[src/hdl/plvr_pkg.sv]
`timescale 1ns / 1ps

package plvr_pkg;

    localparam int FRAC_BITS_DEF = 16;

    localparam int REG_W    = 32;
    localparam int COLOR_W  = 16;
    localparam int CFG_IW   = 2;

    // discriminant and its root
    localparam int SQ_DW    = 68;
    localparam int SQ_RW    = 34;
    localparam int SQ_REMW  = SQ_RW + 2;

    // divide: numerator (root - linear) * gain, divisor twice the quadratic term
    localparam int DV_W     = REG_W + 1;
    localparam int NUM_W    = SQ_RW;
    localparam int PROD_W   = NUM_W + REG_W;
    localparam int DREM_W   = PROD_W - REG_W;

    // floor(x / 5) = (x * RECIP5) >> RECIP_SHIFT for x below 2^34
    localparam int         RECIP_W     = 34;
    localparam int         RECIP_SHIFT = 36;
    localparam logic [RECIP_W-1:0] RECIP5 = 34'd13743895348;

    localparam logic [REG_W-1:0] CONST_RST = 32'd65536;
    localparam logic [REG_W-1:0] LIN_RST   = 32'd45875;
    localparam logic [REG_W-1:0] QUAD_RST  = 32'd117965;
    localparam logic [REG_W-1:0] GAIN_RST  = 32'd65536;

    typedef enum logic [CFG_IW-1:0] {
        REG_CONST = 2'd0,
        REG_LIN   = 2'd1,
        REG_QUAD  = 2'd2,
        REG_GAIN  = 2'd3
    } reg_idx_t;

    typedef enum logic [1:0] {
        ST_OK      = 2'd0,
        ST_QZERO   = 2'd1,
        ST_NEGDISC = 2'd2,
        ST_SAT     = 2'd3
    } status_t;

    // control that travels beside the data
    typedef struct packed {
        logic    valid;
        status_t status;
        logic    sat_max;
    } tag_t;

endpackage

[src/hdl/plvr_div.sv]
`timescale 1ns / 1ps

module plvr_div (
    input  logic                          clk,
    input  logic                          rst_n,
    input  logic                          en,
    input  plvr_pkg::tag_t                in_tag,
    input  logic [plvr_pkg::DREM_W-1:0]   in_rem,
    input  logic [plvr_pkg::REG_W-1:0]    in_lo,
    input  logic [plvr_pkg::DV_W-1:0]     dv,
    output plvr_pkg::tag_t                out_tag,
    output logic [plvr_pkg::REG_W-1:0]    out_q
);

    localparam int QW   = plvr_pkg::REG_W;
    localparam int REMW = plvr_pkg::DREM_W;

    plvr_pkg::tag_t   tag_reg [0:QW-1];
    logic [REMW-1:0]  rem_reg [0:QW-1];
    logic [QW-1:0]    lo_reg  [0:QW-1];

    // restoring division, quotient bits shift in as numerator bits shift out
    for (genvar k = 0; k < QW; k++) begin : g_stage
        plvr_pkg::tag_t  prev_tag;
        logic [REMW-1:0] prev_rem;
        logic [QW-1:0]   prev_lo;
        logic [REMW-1:0] rem_sh;
        logic [REMW-1:0] dv_ext;
        logic            ge;

        if (k == 0) begin : g_first
            assign prev_tag = in_tag;
            assign prev_rem = in_rem;
            assign prev_lo  = in_lo;
        end
        else begin : g_next
            assign prev_tag = tag_reg[k-1];
            assign prev_rem = rem_reg[k-1];
            assign prev_lo  = lo_reg[k-1];
        end

        assign rem_sh = {prev_rem[REMW-2:0], prev_lo[QW-1]};
        assign dv_ext = REMW'(dv);
        assign ge     = (rem_sh >= dv_ext);

        always_ff @(posedge clk or negedge rst_n)
        begin
            if (!rst_n)
            begin
                tag_reg[k] <= '0;
            end
            else if (en)
            begin
                tag_reg[k] <= prev_tag;
            end
        end

        always_ff @(posedge clk)
        begin
            if (en)
            begin
                rem_reg[k] <= ge ? (rem_sh - dv_ext) : rem_sh;
                lo_reg[k]  <= {prev_lo[QW-2:0], ge};
            end
        end
    end

    assign out_tag = tag_reg[QW-1];
    assign out_q   = lo_reg[QW-1];

endmodule

[config.mk]
export PLATFORM = sky130hd
export DESIGN_NAME = plvr_div
export DESIGN_NICKNAME = d
export VERILOG_FILES = /design/src/hdl/plvr_pkg.sv /design/src/hdl/plvr_div.sv
export SDC_FILE = /design/constraint.sdc
export NUM_CORES = 2
export LEC_CHECK = 0
export ABC_AREA = 0
export BUFFER_PORTS_ARGS = -buffer_cell sky130_fd_sc_hd__buf_2
export CORE_ASPECT_RATIO = 0.8
export CORE_MARGIN = 1
export CORE_UTILIZATION = 64
export DETAILED_ROUTE_END_ITERATION = 12
export GPL_ROUTABILITY_DRIVEN = 0
export PLACE_DENSITY = 0.81
export SETUP_SLACK_MARGIN = 0.2
export SYNTH_ARGS = -nofsm -noshare
export SYNTH_HDL_FRONTEND = slang
export SYNTH_SLANG_ARGS = --single-unit
[constraint.sdc]
create_clock -name clk -period 5.2 [get_ports clk]
set_input_delay 0.26 -clock clk [delete_from_list [all_inputs] [get_ports clk]]
set_output_delay 0.26 -clock clk [all_outputs]
set_load 0.05 [all_outputs]
=== Yosys cells after proc, flatten, opt, wreduce, memory -nomap -nowiden ===
Memory sizes are Yosys's and may differ from the RTL's.
Index checks and enable logic that the tools add are counted.

* Bits in writable memories: 2112
* Memory bits (read-only): 0
* Output and inout port bits: 36
* Memories: 2
* Bits in latches: 0
* Bits in registers: 128
* Word-level logic and storage cells: 196
* Input bits: 106

* Shifts and indexed selects: 0
* Muxes and demuxes: 34
* Eq/ne operators: 0
* Divide/modulo/power cells: 0
* $add $sub $neg: 32
* $lt $le $gt $ge: 32
* Bitwise logic cells: 0
* $mul: 0
* Reductions and logical operators: 0

{| class="wikitable"
|+ Memory list
! name !! depth !! width !! read ports !! clocked after memory_dff !! wr ports !! RTL line !! RTL
|-
| rem_reg || 32 || 34 || 31 || 0 || 32 || plvr_div.sv:19 || <nowiki>logic [REMW-1:0] rem_reg [0:QW-1];</nowiki>
|-
| lo_reg || 32 || 32 || 32 || 0 || 32 || plvr_div.sv:20 || <nowiki>logic [QW-1:0] lo_reg [0:QW-1];</nowiki>
|}

{| class="wikitable"
|+ Operators by type and width
! cell !! number
|-
| greater-or-equal comparator 34 x 33 -> 1 bit || 32
|-
| two-way mux 34 bit || 32
|-
| subtractor 34 x 33 -> 34 bit || 32
|-
| two-way mux 1 bit || 2
|}

=== Longest topological paths before layout ===
An unclocked memory read counts as a cell.

* Depth in word-level cells: 3
* Depth in mapped cells: 18

=== Least setup slack after synthesis ===
No wires, ideal clock.

* Path kind: input port to flip-flop
* Start point: in dv[1] (netlist name)
* End point: mem rem_reg[3][65] (netlist name), data pin
* Library setup time: 0.261 ns
* Data arrival time: 4.925 ns
* Cell stages on the path: 13
* Data required time: 4.939 ns
* Path slack: 0.014 ns
* Cell sequence: inv_1 ha_1 nor2b_1 o31a_1 o41a_1 o41ai_4 o21ai_2 a221oi_2 o31ai_2 a31oi_4 o21ai_1 a41o_1 o32a_1

{| class="wikitable"
|+ RTL lines
! element !! RTL line !! RTL
|-
| start: declaration || plvr_div.sv:10 || <nowiki>input logic [plvr_pkg::DV_W-1:0] dv,</nowiki>
|-
| end: declaration || plvr_div.sv:19 ||
|}

==> results.cfg <==
[status]
status = finished, final reports clean

[synth]
syn_avg_cell_area_um2 = 11.3
synth-edff-count = 2047
yosysUniqueCellTypes = 112
syn-num-nets = 12523
synthCells = 11330
synth_top_area_cell = edfxtp_1
yosysSeqAreaShare = 0.506
synthTopCellsByCount = 2047 x edfxtp_1, 1107 x a21oi_1, 1056 x ha_1
synth_flop_cell = edfxtp_1
yosys-top-cells-area = edfxtp_1 48%, ha_1 10%, a21oi_1 4.3%, xnor2_1 3.6%, mux2_2 3.4%
synth-async-reset-ratio = 0.0589
ys_ff_latch = 2175
yosysWarnings = 0
synth.top_cell.area_share = 0.481
mappedNetlistArea_um2 = 128000
post-synth-top-count-cell = edfxtp_1

[finish]
largest_reg_flops = 1024
fin_util = 0.713
fin_cells = 14541
drive_gt1_frac = 0.107
area_growth_pct = 10.6
nFillCells = 13089
nNetsFinal = 12873

[global_routing]
grt_max_degree = 159
met2_usage = 0.493
antenna_found_initial = 16
grt_pass1_vias = 90850
use_met3 = 0.0747
grt.met1_usage = 0.447
grt_usage = 0.327
busiest_layer = met2
grt_pass1_wl_um = 514000
grt-ovfl-total = 0

[power_and_ir_drop]
powerDensity_nw_per_um2 = 679
vdd_drop_max_mv = 0.407
power_frac_comb = 0.503
power_switching_uw = 38500
switching_share = 0.401
clkPwrFrac = 0.172
leakage_uw = 0.0562
p_seq_frac = 0.325
internal-power_uw = 57400

[critical_path]
critical_path_arrival_ps = 4960
cp_max_fo = 41
critical_path_class = flip-flop to flip-flop
cp-start-kind = flip-flop
end_kind = flip-flop
cp_data_required_time_ps = 5820

[clock_network]
clk_latency_ps = 920
cts_max_level = 4
cts_tree = built
ctsHoldBuffers = 70
numCtsBuffers = 211
ctsResizeCount = 0
cts_max_path_buffers = 3
cts.clk_slew.worst_paths_ps = 60
cts_setup_buffers = 0
clock_sinks = 2175
cts-root-buf = clkbuf_16

[routing]
firstDrtPassIters = 10
ant_nets = 0
wire_per_inst_um = 23.1
postRouteWirelength_um = 335000
drtIter0Drc = 11782
drc = 0
drt-vias-per-instance = 6.58
vias = 95657

[timing]
hold_viol = 0
period_minus_slack_ps = 4340
rsz0062_at_grt = false
skew_ps = 66.6
finalCritPeriodShare = 0.834
setup_violations = 0
fin_tns_setup_ps = 0
clock.fmax_mhz = 231
worst_slew_pin_slew_ps = 1210
fin_ws_ps = 862
relSlewSlack = 0.172
slew_viol_final = 0

[die]
initial_core_util = 0.645
row_count = 146
num_io_pins = 142
die_h_um = 402
coreArea_um2 = 198000
die_x_um = 502
die_area_um2 = 201000

[placement]
post-dp-hpwl_um = 236000
place_ws_ps = 520
io_buffer_count = 140
place_inst = 14061

[hold_path]
hold_class = primary input to flip-flop

[flow_run]
max_cap_viol_count = 0
kinds of logic (layout without fill, tap and decap cells):
family          Yosys count  after routing  synth area share
other cells               0              9                 0
simple gates           2654           2654            0.0975
xor+xnor                907            907            0.0622
flops                  2175           2175             0.506
buf+inv                 645           1183            0.0203
mux                     435            435            0.0383
compound gates         3427           3427             0.167
fa+ha+maj              1087           1087             0.108
worst max-delay path: stages, from the launching register on:
cell and delay (ps):
edfxtp_1 420, inv_1 60, ha_1 190, inv_1 70, fa_1 200, a21o_1 140
nand3_1 130, a21oi_1 320, a221o_1 290, o2bb2ai_2 200, o31ai_2 150, o2111ai_2 260
a21boi_2 120, o21ai_4 930, buf_4 310, nor2_1 50, a31o_2 200
layer usage:
metal,up-vias,wire [um]
li1,43534,-
met1,45702,134000
met2,5293,146000
met3,1106,36800
met4,22,18500
met5,-,160
placed cells by master, fill, tap and decap left out, types with 45 or more instances in the layout:
master | netlist | routed
o31ai_1 | 50 | 50
nor2b_1 | 146 | 146
nand2_1 | 914 | 914
o21ai_0 | 854 | 854
a211oi_1 | 53 | 53
nor3_1 | 115 | 115
dfrtp_1 | 128 | 128
a31oi_1 | 100 | 98
xor2_1 | 384 | 384
o21a_1 | 120 | 120
nand2b_1 | 145 | 145
a21oi_1 | 1107 | 1105
xnor2_1 | 523 | 523
edfxtp_1 | 2047 | 2047
or3_1 | 45 | 45
buf_4 | 8 | 194
and3_1 | 84 | 84
nor2_1 | 660 | 660
dlygate4sd3_1 | 0 | 70
mux2_2 | 381 | 381
buf_2 | 60 | 138
clkbuf_16 | 0 | 212
inv_1 | 326 | 294
a21o_1 | 554 | 554
ha_1 | 1056 | 1056
o21bai_1 | 158 | 158
nand3_1 | 185 | 185
nand4_1 | 175 | 175
buf_12 | 0 | 50
final timing paths:
path	slack, ps	startpoint	cells after the start	endpoint
min	60	in_lo[27]	2	lo_reg[0][28]
min reg2reg	390	lo_reg[0][29]	0	lo_reg[0][62]
max	860	lo_reg[1][415]	16	rem_reg[14][54]
min in group asynchronous	70	rst_n	2	g_stage[4].prev_tag[1]
max in group asynchronous	3840	rst_n	3	g_stage[21].prev_tag[0]
max reg2reg	860	lo_reg[1][415]	16	rem_reg[14][54]
area by class of cell:
type,instances,area (um^2),area share
diodes,9,22.5,0.000159
clock buffers,259,5570,0.0394
clock inverters,142,1930,0.0137
inverters,330,1240,0.00879
multi-input cells,8510,60700,0.429
flip-flops and latches,2175,64700,0.458
well taps,2664,3330,0.0236
repair buffers,452,3850,0.0272
through the flow:
step	hold WS, ps	cell area, um^2	total power [uW]
floorplan	-35.6	128000	65200
global placement	400	133000	75400
detailed placement	405	133000	77500
CTS	4.36	141000	94700
global route	31.2	141000	101000
finish	60.2	141000	96000
power groups by stage:
| stage | Combinational (uW) | Sequential, uW | Clock (uW) |
|---|---|---|---|
| global route | 52500 | 31500 | 17400 |
| global placement | 44300 | 31100 | 0 |
| detailed placement | 46300 | 31200 | 0 |
| CTS | 47000 | 31000 | 16700 |
| floorplan | 35800 | 29500 | 0 |
| finish | 48300 | 31200 | 16500 |
No activity file was read; power rests on OpenSTA's default activity.
